`src/rtl/core/cbfm_pkg.sv`:
```
// ----------------------------------------------------------------------------
// cbfm_pkg
// Shared constants and types of the clock frame manager.
// ----------------------------------------------------------------------------
package cbfm_pkg;

  localparam int Frames   = 16;
  localparam int PinBits  = 8;
  localparam int FrameW   = $clog2(Frames);
  localparam int WalkW    = $clog2(Frames + 2);

  localparam logic [2:0] OpRead    = 3'd0;
  localparam logic [2:0] OpAlloc   = 3'd1;
  localparam logic [2:0] OpUnpin   = 3'd2;
  localparam logic [2:0] OpDispose = 3'd3;
  localparam logic [2:0] OpFlush   = 3'd4;

  localparam logic [1:0] StOk       = 2'd0;
  localparam logic [1:0] StExceeded = 2'd1;
  localparam logic [1:0] StNotPin   = 2'd2;
  localparam logic [1:0] StPinned   = 2'd3;

  typedef struct packed {
    logic [3:0]  frame;
    logic        hit;
    logic        need_read;
    logic        writeback;
    logic [7:0]  wb_file;
    logic [31:0] wb_page;
    logic        not_found;
    logic [1:0]  status;
    logic        last;
  } result_t;

  typedef struct packed {
    logic [2:0]  opcode;
    logic [7:0]  file_id;
    logic [31:0] page_no;
    logic        dirty_flag;
  } request_t;

  // controller -> datapath
  typedef struct packed {
    logic load;       // latch request
    logic lookup;     // execute lookup-based op in one step
    logic walk;       // one clock-hand step
    logic scan;       // one flush scan step
    logic scan_init;  // reset scan index
    logic emit_done;  // emit final result
  } cmd_t;

  // datapath -> controller
  typedef struct packed {
    logic walk_end;   // read hit on lookup, or victim installed or walk exhausted, result emitted
    logic scan_end;   // scan finished or stopped
    logic scan_pin;   // scan stopped on a pinned frame, final result emitted
  } stat_t;

endpackage

```
`src/rtl/core/clock_buffer_frame_manager_top.sv`:
```
// ----------------------------------------------------------------------------
// clock_buffer_frame_manager_top
// Clock second-chance frame manager for a 16-frame page buffer pool.
//
//   channel  dir  tdata fields (low to high)                            tuser
//   s_axis   in   opcode[2:0] file_id[10:3] page_no[42:11] dirty_flag[43] -
//   m_axis   out  frame hit need_read writeback wb_file wb_page
//                 not_found status (50 of 56 bits used)                last via tlast
//
// A request is latched, then steps the datapath one action at a time: lookup
// ops take a single lookup step, a read miss or allocate adds a victim walk as
// the clock hand walks one frame a cycle, and a flush scans one frame per cycle
// and then emits the closing result unless it stops on a pinned frame. Every step
// waits while the result queue holds two results, or one not taken in that cycle.
// Reset clears the frame table at once and parks the hand on the last frame.
// ----------------------------------------------------------------------------
module clock_buffer_frame_manager_top (
  input  logic        clk_i,
  input  logic        rst_ni,
  input  logic        s_axis_tvalid,
  output logic        s_axis_tready,
  input  logic [47:0] s_axis_tdata,   // opcode, file_id, page_no, dirty_flag
  output logic        m_axis_tvalid,
  input  logic        m_axis_tready,
  output logic [55:0] m_axis_tdata,   // frame, hit, need_read, writeback, wb_file,
                                      // wb_page, not_found, status
  output logic        m_axis_tlast
);
  import cbfm_pkg::*;

  request_t req;
  cmd_t     cmd;
  stat_t    stat;
  result_t  res, outr;
  logic     res_valid, busy;

  assign req.opcode     = s_axis_tdata[2:0];
  assign req.file_id    = s_axis_tdata[10:3];
  assign req.page_no    = s_axis_tdata[42:11];
  assign req.dirty_flag = s_axis_tdata[43];

  cbfm_ctrl u_ctrl (
    .clk_i, .rst_ni,
    .in_valid_i (s_axis_tvalid),
    .opcode_i   (s_axis_tdata[2:0]),
    .out_busy_i (busy),
    .stat_i     (stat),
    .in_ready_o (s_axis_tready),
    .cmd_o      (cmd)
  );

  cbfm_dpath u_dpath (
    .clk_i, .rst_ni,
    .req_i       (req),
    .cmd_i       (cmd),
    .stat_o      (stat),
    .res_valid_o (res_valid),
    .res_o       (res)
  );

  cbfm_outq u_outq (
    .clk_i, .rst_ni,
    .push_i  (res_valid),
    .data_i  (res),
    .busy_o  (busy),
    .valid_o (m_axis_tvalid),
    .ready_i (m_axis_tready),
    .data_o  (outr)
  );

  assign m_axis_tlast = outr.last;
  assign m_axis_tdata = {6'b0, outr.status, outr.not_found, outr.wb_page,
                         outr.wb_file, outr.writeback, outr.need_read, outr.hit,
                         outr.frame};

endmodule

```
`src/rtl/core/cbfm_ctrl.sv`:
```
// ----------------------------------------------------------------------------
// cbfm_ctrl
// Request sequencer: accepts a request, steps the datapath, waits on output.
// ----------------------------------------------------------------------------
module cbfm_ctrl (
  input  logic              clk_i,
  input  logic              rst_ni,
  input  logic              in_valid_i,
  input  logic [2:0]        opcode_i,
  input  logic              out_busy_i,
  input  cbfm_pkg::stat_t   stat_i,
  output logic              in_ready_o,
  output cbfm_pkg::cmd_t    cmd_o
);
  import cbfm_pkg::*;

  typedef enum logic [2:0] {S_IDLE, S_DISPATCH, S_WALK, S_SCAN, S_FINAL} state_e;
  state_e state_q;

  assign in_ready_o = (state_q == S_IDLE);

  always_comb begin
    cmd_o = '0;
    cmd_o.load = (state_q == S_IDLE) && in_valid_i;
    case (state_q)
      S_DISPATCH: begin
        cmd_o.lookup    = !out_busy_i;
        cmd_o.scan_init = 1'b1;
      end
      S_WALK:  cmd_o.walk = !out_busy_i;
      S_SCAN:  cmd_o.scan = !out_busy_i;
      S_FINAL: cmd_o.emit_done = !out_busy_i;
      default: ;
    endcase
  end

  logic [2:0] op_q;

  always_ff @(posedge clk_i or negedge rst_ni) begin
    if (!rst_ni) begin
      state_q <= S_IDLE;
      op_q    <= OpRead;
    end else begin
      case (state_q)
        S_IDLE: if (in_valid_i) begin
          op_q    <= opcode_i;
          state_q <= S_DISPATCH;
        end
        S_DISPATCH: if (!out_busy_i) begin
          case (op_q)
            OpFlush: state_q <= S_SCAN;
            OpAlloc: state_q <= S_WALK;
            OpRead:  state_q <= stat_i.walk_end ? S_IDLE : S_WALK;
            default: state_q <= S_IDLE;
          endcase
        end
        S_WALK: if (!out_busy_i && stat_i.walk_end) state_q <= S_IDLE;
        S_SCAN: if (!out_busy_i && stat_i.scan_end) begin
          state_q <= stat_i.scan_pin ? S_IDLE : S_FINAL;
        end
        S_FINAL: if (!out_busy_i) state_q <= S_IDLE;
        default: state_q <= S_IDLE;
      endcase
    end
  end

endmodule

```
`src/rtl/core/cbfm_dpath.sv`:
```
// ----------------------------------------------------------------------------
// cbfm_dpath
// Frame table, clock hand, lookup, victim walk and flush scan.
// ----------------------------------------------------------------------------
module cbfm_dpath (
  input  logic               clk_i,
  input  logic               rst_ni,
  input  cbfm_pkg::request_t req_i,
  input  cbfm_pkg::cmd_t     cmd_i,
  output cbfm_pkg::stat_t    stat_o,
  output logic               res_valid_o,
  output cbfm_pkg::result_t  res_o
);
  import cbfm_pkg::*;

  localparam logic [PinBits-1:0] PinMax = '1;
  localparam logic [FrameW-1:0]  LastFrame = FrameW'(Frames - 1);

  logic [Frames-1:0]        valid_q, ref_q, dirty_q;
  logic [PinBits-1:0]       pins_q [Frames];
  logic [7:0]               file_q [Frames];
  logic [31:0]              page_q [Frames];
  logic [FrameW-1:0]        hand_q, idx_q;
  logic [WalkW-1:0]         steps_q;
  request_t                 req_q;

  logic [Frames-1:0]        match;
  logic                     found;
  logic [FrameW-1:0]        fidx, nh;
  logic                     take;
  logic                     scan_pin;

  always_comb begin
    found = 1'b0;
    fidx  = '0;
    for (int i = 0; i < Frames; i++) begin
      match[i] = valid_q[i] && file_q[i] == req_q.file_id && page_q[i] == req_q.page_no;
    end
    for (int i = Frames - 1; i >= 0; i--) begin
      if (match[i]) begin
        found = 1'b1;
        fidx  = FrameW'(i);
      end
    end
  end

  assign nh   = (hand_q == LastFrame) ? '0 : hand_q + 1'b1;
  assign take = !valid_q[nh] || (!ref_q[nh] && pins_q[nh] == '0);

  always_comb begin
    scan_pin = valid_q[idx_q] && file_q[idx_q] == req_q.file_id &&
               pins_q[idx_q] != '0;
    stat_o.walk_end = cmd_i.lookup ? (req_q.opcode == OpRead && found)
                                   : (take || steps_q == WalkW'(Frames));
    stat_o.scan_end = (idx_q == LastFrame) || scan_pin;
    stat_o.scan_pin = scan_pin;
  end

  always_ff @(posedge clk_i or negedge rst_ni) begin
    if (!rst_ni) begin
      valid_q     <= '0;
      ref_q       <= '0;
      dirty_q     <= '0;
      hand_q      <= LastFrame;
      res_valid_o <= 1'b0;
      idx_q       <= '0;
      steps_q     <= '0;
      for (int i = 0; i < Frames; i++) begin
        pins_q[i] <= '0;
        file_q[i] <= '0;
        page_q[i] <= '0;
      end
    end else begin
      res_valid_o <= 1'b0;
      if (cmd_i.load) req_q <= req_i;
      if (cmd_i.scan_init) begin
        idx_q   <= '0;
        steps_q <= '0;
      end
      if (cmd_i.lookup) begin
        res_o       <= '0;
        res_o.last  <= 1'b1;
        case (req_q.opcode)
          OpRead: if (found) begin
            ref_q[fidx] <= 1'b1;
            if (pins_q[fidx] != PinMax) pins_q[fidx] <= pins_q[fidx] + 1'b1;
            res_o.frame <= 4'(fidx);
            res_o.hit   <= 1'b1;
            res_valid_o <= 1'b1;
          end
          OpAlloc, OpFlush: ;
          OpUnpin: begin
            res_valid_o <= 1'b1;
            if (!found) res_o.not_found <= 1'b1;
            else begin
              res_o.frame <= 4'(fidx);
              if (pins_q[fidx] == '0) res_o.status <= StNotPin;
              else begin
                pins_q[fidx] <= pins_q[fidx] - 1'b1;
                if (req_q.dirty_flag) dirty_q[fidx] <= 1'b1;
              end
            end
          end
          OpDispose: begin
            res_valid_o <= 1'b1;
            if (!found) res_o.not_found <= 1'b1;
            else begin
              res_o.frame   <= 4'(fidx);
              valid_q[fidx] <= 1'b0;
              ref_q[fidx]   <= 1'b0;
              dirty_q[fidx] <= 1'b0;
              pins_q[fidx]  <= '0;
              file_q[fidx]  <= '0;
              page_q[fidx]  <= '0;
            end
          end
          default: res_valid_o <= 1'b1;
        endcase
      end
      if (cmd_i.walk) begin
        hand_q  <= nh;
        steps_q <= steps_q + 1'b1;
        if (take) begin
          res_o           <= '0;
          res_o.last      <= 1'b1;
          res_o.frame     <= 4'(nh);
          res_o.need_read <= (req_q.opcode == OpRead);
          if (valid_q[nh] && dirty_q[nh]) begin
            res_o.writeback <= 1'b1;
            res_o.wb_file   <= file_q[nh];
            res_o.wb_page   <= page_q[nh];
          end
          res_valid_o <= 1'b1;
          valid_q[nh] <= 1'b1;
          ref_q[nh]   <= 1'b1;
          dirty_q[nh] <= 1'b0;
          pins_q[nh]  <= PinBits'(1);
          file_q[nh]  <= req_q.file_id;
          page_q[nh]  <= req_q.page_no;
        end else begin
          if (valid_q[nh] && ref_q[nh]) ref_q[nh] <= 1'b0;
          if (steps_q == WalkW'(Frames)) begin
            res_o        <= '0;
            res_o.last   <= 1'b1;
            res_o.status <= StExceeded;
            res_valid_o  <= 1'b1;
          end
        end
      end
      if (cmd_i.scan) begin
        idx_q <= idx_q + 1'b1;
        res_o <= '0;
        if (valid_q[idx_q] && file_q[idx_q] == req_q.file_id) begin
          if (pins_q[idx_q] != '0) begin
            res_o.frame  <= 4'(idx_q);
            res_o.status <= StPinned;
            res_o.last   <= 1'b1;
            res_valid_o  <= 1'b1;
          end else begin
            if (dirty_q[idx_q]) begin
              res_o.frame     <= 4'(idx_q);
              res_o.writeback <= 1'b1;
              res_o.wb_file   <= file_q[idx_q];
              res_o.wb_page   <= page_q[idx_q];
              res_valid_o     <= 1'b1;
            end
            valid_q[idx_q] <= 1'b0;
            ref_q[idx_q]   <= 1'b0;
            dirty_q[idx_q] <= 1'b0;
            pins_q[idx_q]  <= '0;
            file_q[idx_q]  <= '0;
            page_q[idx_q]  <= '0;
          end
        end
      end
      if (cmd_i.emit_done) begin
        res_o       <= '0;
        res_o.last  <= 1'b1;
        res_valid_o <= 1'b1;
      end
    end
  end

endmodule

```
`src/rtl/core/cbfm_outq.sv`:
```
// ----------------------------------------------------------------------------
// cbfm_outq
// Two-entry result queue.
// ----------------------------------------------------------------------------
module cbfm_outq (
  input  logic              clk_i,
  input  logic              rst_ni,
  input  logic              push_i,
  input  cbfm_pkg::result_t data_i,
  output logic              busy_o,
  output logic              valid_o,
  input  logic              ready_i,
  output cbfm_pkg::result_t data_o
);
  import cbfm_pkg::*;

  result_t    mem_q [2];
  logic [1:0] cnt_q;
  logic       rd_q, wr_q;
  logic       pop;

  assign valid_o = cnt_q != '0;
  assign pop     = valid_o && ready_i;
  assign data_o  = mem_q[rd_q];
  assign busy_o  = cnt_q == 2'd2 || (cnt_q == 2'd1 && !pop);

  always_ff @(posedge clk_i or negedge rst_ni) begin
    if (!rst_ni) begin
      cnt_q <= '0;
      rd_q  <= 1'b0;
      wr_q  <= 1'b0;
    end else begin
      if (push_i) begin
        mem_q[wr_q] <= data_i;
        wr_q        <= ~wr_q;
      end
      if (pop) rd_q <= ~rd_q;
      cnt_q <= cnt_q + 2'(push_i) - 2'(pop);
    end
  end

endmodule

```
`config.mk`:
```
export PLATFORM = sky130hd
export DESIGN_NAME = clock_buffer_frame_manager_top
export DESIGN_NICKNAME = d
export VERILOG_FILES = /design/src/rtl/core/cbfm_pkg.sv /design/src/rtl/core/clock_buffer_frame_manager_top.sv /design/src/rtl/core/cbfm_ctrl.sv /design/src/rtl/core/cbfm_dpath.sv /design/src/rtl/core/cbfm_outq.sv
export SDC_FILE = /design/constraint.sdc
export NUM_CORES = 2
export LEC_CHECK = 0
export BUFFER_PORTS_ARGS = -buffer_cell sky130_fd_sc_hd__buf_2
export CAP_MARGIN = 20
export CORE_MARGIN = 8
export CORE_UTILIZATION = 25
export DETAILED_ROUTE_END_ITERATION = 7
export PLACE_DENSITY = 0.46
export RECOVER_POWER = 100
export SLEW_MARGIN = 40
export SYNTH_ARGS = -nofsm -noshare
export SYNTH_HDL_FRONTEND = slang
export SYNTH_SLANG_ARGS = --single-unit
```
`constraint.sdc`:
```
create_clock -name clk_i -period 7.7 [get_ports clk_i]
set_input_delay 0.385 -clock clk_i [delete_from_list [all_inputs] [get_ports clk_i]]
set_output_delay 0.385 -clock clk_i [all_outputs]
set_load 0.005 [all_outputs]
```
==> impl_metrics.sql <==
INSERT INTO impl_metrics (metric_group, metric, value, unit) VALUES
('clock_network', 'tritoncts_num_sinks', '1037', ''),
('place', 'total_half_perimeter_wirelength_after_legalization_and_detailed_placement', '312000', 'um'),
('place', 'number_of_buffers_inserted_by_port_buffering', '100', ''),
('grt', 'grt_pass1_wl', '562000', 'um'),
('sta', 'relSlewSlack', '-196', '%'),
('sta', 'rsz0062_at_grt', 'no', ''),
('worst_setup_path', 'path_max_fanout', '22', ''),
('clock_network', 'cts_max_level', '4', ''),
('grt', 'grt_start_max_net_pins', '139', ''),
('clock_network', 'clock_transition_at_path_regs', '0.07', 'ns'),
('sta', 'timing.final.crit_period', '7.44', 'ns'),
('layout', 'layout_commonest_cell', 'nor2_1', ''),
('pwr', 'peakVddDrop', '0.254', 'mV'),
('sta', 'fin_setup_tns', '0', 'ns'),
('clock_network', 'cts_buffers', '141', ''),
('sta', 'timing.final.max_slew_violations', '634', ''),
('layout', 'area_growth', '18.8', '%'),
('sta', 'finalHoldViolations', '0', ''),
('floorplanning', 'die_width', '537', 'um'),
('drt', 'post-route-drc-count', '3', ''),
('logic_synthesis', 'post_synthesis_register_bit_count', '1037', ''),
('clock_network', 'post_cts.resized_instances', '0', ''),
('grt', 'grt_antenna_before_repair', '62', ''),
('floorplanning', 'dieHeight', '537', 'um'),
('pwr', 'powerDensity', '349', 'nW/um^2'),
('logic_synthesis', 'synth.area.mux_share', '14.8', '%'),
('sta', 'setup_viol', '0', ''),
('sta', 'worst_clock_skew', '0.0990', 'ns'),
('logic_synthesis', 'postSynthAreaPerCell', '9.92', 'um^2'),
('run_status', 'run_status', 'finished, violations left', ''),
('worst_setup_path', 'critical_path_required', '8.40', 'ns'),
('worst_setup_path', 'worst-endpoint-arrival', '8.14', 'ns'),
('logic_synthesis', 'synth_sequential_area_ratio', '39.7', '%'),
('logic_synthesis', 'synth-compound-area-share', '15.6', '%'),
('floorplanning', 'initial_utilization', '25.1', '%'),
('logic_synthesis', 'postSynthCellCount', '6841', ''),
('sta', 'worstMarginPinSlew', '4.45', 'ns'),
('worst_setup_path', 'worst_setup_path_end_kind', 'register', ''),
('layout', 'final_design_area_no_fill', '80600', 'um^2'),
('place', 'placement.cell_area', '75800', 'um^2'),
('logic_synthesis', 'main_combinational_cell_family_by_area_after_synthesis', 'simple AND/OR/NAND/NOR gates', ''),
('clock_network', 'cts-root-to-sink-buffers', '4', ''),
('job', 'timing.max_cap.violations', '13', ''),
('drt', 'detailedRoute.firstIterationViolations', '10342', ''),
('drt', 'wl_per_cell', '39.0', 'um'),
('place', 'number_of_placed_instances_taps_included', '10406', ''),
('drt', 'totalWireLength', '418000', 'um'),
('drt', 'detailedRoute.firstPassIterationCount', '8', ''),
('floorplanning', 'io_pins', '111', ''),
('logic_synthesis', 'synthAdderAreaFrac', '0.276', '%'),
('floorplanning', 'rows', '191', ''),
('sta', 'achievable-frequency', '134', 'MHz'),
('sta', 'final_min_period_over_clock_period', '96.6', '%'),
('worst_setup_path', 'startpoint_type', 'register', ''),
('grt', 'grt_usage', '27.9', '%'),
('logic_synthesis', 'synth_top_area_share', '30.8', '%'),
('layout', 'drive_above_1_share', '19.2', '%'),
('hold_path', 'hp-class', 'input pin to register', ''),
('logic_synthesis', 'postSynth.asyncResetShare', '81.0', '%'),
('layout', 'commonest_cells_after_routing_fill_and_taps_aside', 'nor2_1, dfrtp_1, a22oi_1, xnor2_1, nand2_1', ''),
('run_status', 'violations', 'DRC, capacitance limit, slew limit', ''),
('clock_network', 'cts-root-buf', 'clkbuf_16', ''),
('layout', 'final_cells', '10735', ''),
('clock_network', 'clk_latency', '0.88', 'ns'),
('logic_synthesis', 'yosysWarnings', '0', ''),
('drt', 'detail_route.vias_per_cell', '6.15', ''),
('pwr', 'leakage', '30.2', 'nW'),
('place', 'place.gp.congestion', '1.03', ''),
('logic_synthesis', 'post_synth_xor_area_fraction', '8.10', '%'),
('clock_network', 'tritoncts_clock_tree', 'yes', ''),
('logic_synthesis', 'synth.largest_area_cell', 'dfrtp_1', '');
[synth_stat cells, types with 72 or more instances]
library cell	n
mux4_2	394
buf_2	119
a21oi_1	317
o21ai_0	160
xnor2_1	606
nor4_1	113
nor3_1	117
clkbuf_1	437
a22oi_1	611
nand3_1	164
nand2b_1	87
edfxtp_1	197
dfrtp_1	836
mux2_2	76
nand4_1	299
buf_1	72
nor2_1	879
and3_1	82
nand2_1	494
[cell families (layout without fill, tap and decap cells)]
group / Yosys count / count (layout)
adder cells (fa/ha/maj): 15 / 15
multiplexers: 504 / 504
AO/OA/AOI/OAI: 1525 / 1525
other: 1 / 38
flip-flops: 1037 / 1037
AND/OR/NAND/NOR: 2417 / 2417
buffers and inverters: 714 / 1001
XOR/XNOR: 628 / 628
[per-stage QoR]
step | util (%) | hold slack, ns | setup WS [ns] | power [mW]
floorplan | - | 0.0894 | 2.31 | 14.8
global placement | 27.9 | 0.367 | 0.718 | 20.7
detailed placement | 28.0 | 0.371 | 0.851 | 20.8
CTS | 29.9 | 0.0756 | 0.763 | 27.8
global route | 29.8 | 0.242 | 0.217 | 28.8
finish | 29.8 | 0.251 | 0.263 | 28.1
[worst max-delay path, cell delays in order (launching register included)]
cell and delay (ns):
edfxtp_1 0.76, clkbuf_1 0.32, xnor2_1 0.75, nand4_1 0.17
nor4_1 0.59, nand4_1 0.32, buf_12 0.25, o2111a_1 0.20
clkbuf_1 0.23, buf_4 0.20, a21oi_2 0.27, buf_4 0.23
a221o_1 0.14, nor3_1 0.07, or4_4 0.56, nor2_4 0.11
buf_4 0.15, and4b_1 0.21, and3_1 0.22, buf_4 0.22
nor2_1 0.22, clkbuf_1 0.68, a21oi_1 0.15, a211oi_1 0.19
[per-layer routing]
metal / track usage [%] / wire (um)
met1: 37.1 / 167000
met2: 40.8 / 174000
met3: 9.41 / 51800
met4: 13.1 / 25700
met5: 0 / 271
[where the power goes]
part | internal [mW] | switching (mW) | total (mW)
sequential | 6.90 | 1.79 | 8.69
combinational | 4.47 | 8.06 | 12.5
clock | 4.10 | 2.80 | 6.89
[registers in the layout, indices dropped and copies added (netlist names), 3 cells and up]
signal,flops
u_outq.mem_q,102
u_dpath.page_q,512
u_dpath.req_q,44
u_ctrl.state_q,3
u_dpath.res_o,51
u_dpath.pins_q,128
u_dpath.valid_q,16
u_dpath.dirty_q,16
u_dpath.file_q,128
u_dpath.ref_q,16
u_dpath.idx_q,4
u_ctrl.op_q,3
u_dpath.hand_q,4
u_dpath.steps_q,5
[layout make-up]
type                    instances  area (um^2)
diodes                         32         80.1
inverters                      69          260
flip-flops and latches       1037        27000
clock inverters                42          473
clock buffers                 205         4190
well taps                    3570         4470
fillers                     28130       190000
multi-input cells            5095        38500
repair buffers                685         5750
[final timing paths]
kind,start,to,slack [ns],cells after the start
setup / recovery,u_dpath.req_q[15],u_dpath.dirty_q[12],0.26,23
hold / removal,s_axis_tdata[9],u_dpath.req_q[39],0.25,2
setup reg to reg,u_dpath.req_q[15],u_dpath.dirty_q[12],0.26,23
hold reg to reg,u_dpath.res_o[29],u_outq.mem_q[1][29],0.48,0
max in group asynchronous,rst_ni,u_dpath.page_q[429],0.91,4
min in group asynchronous,rst_ni,u_dpath.idx_q[0],1.21,2
[repair_timing]
| item | CTS | global route |
|---|---|---|
| hold buffers | 47 | 0 |
| setup buffers | 0 | 0 |
| hold endpoints to repair | 130 | 0 |
Power figures use the tool's default switching activity.
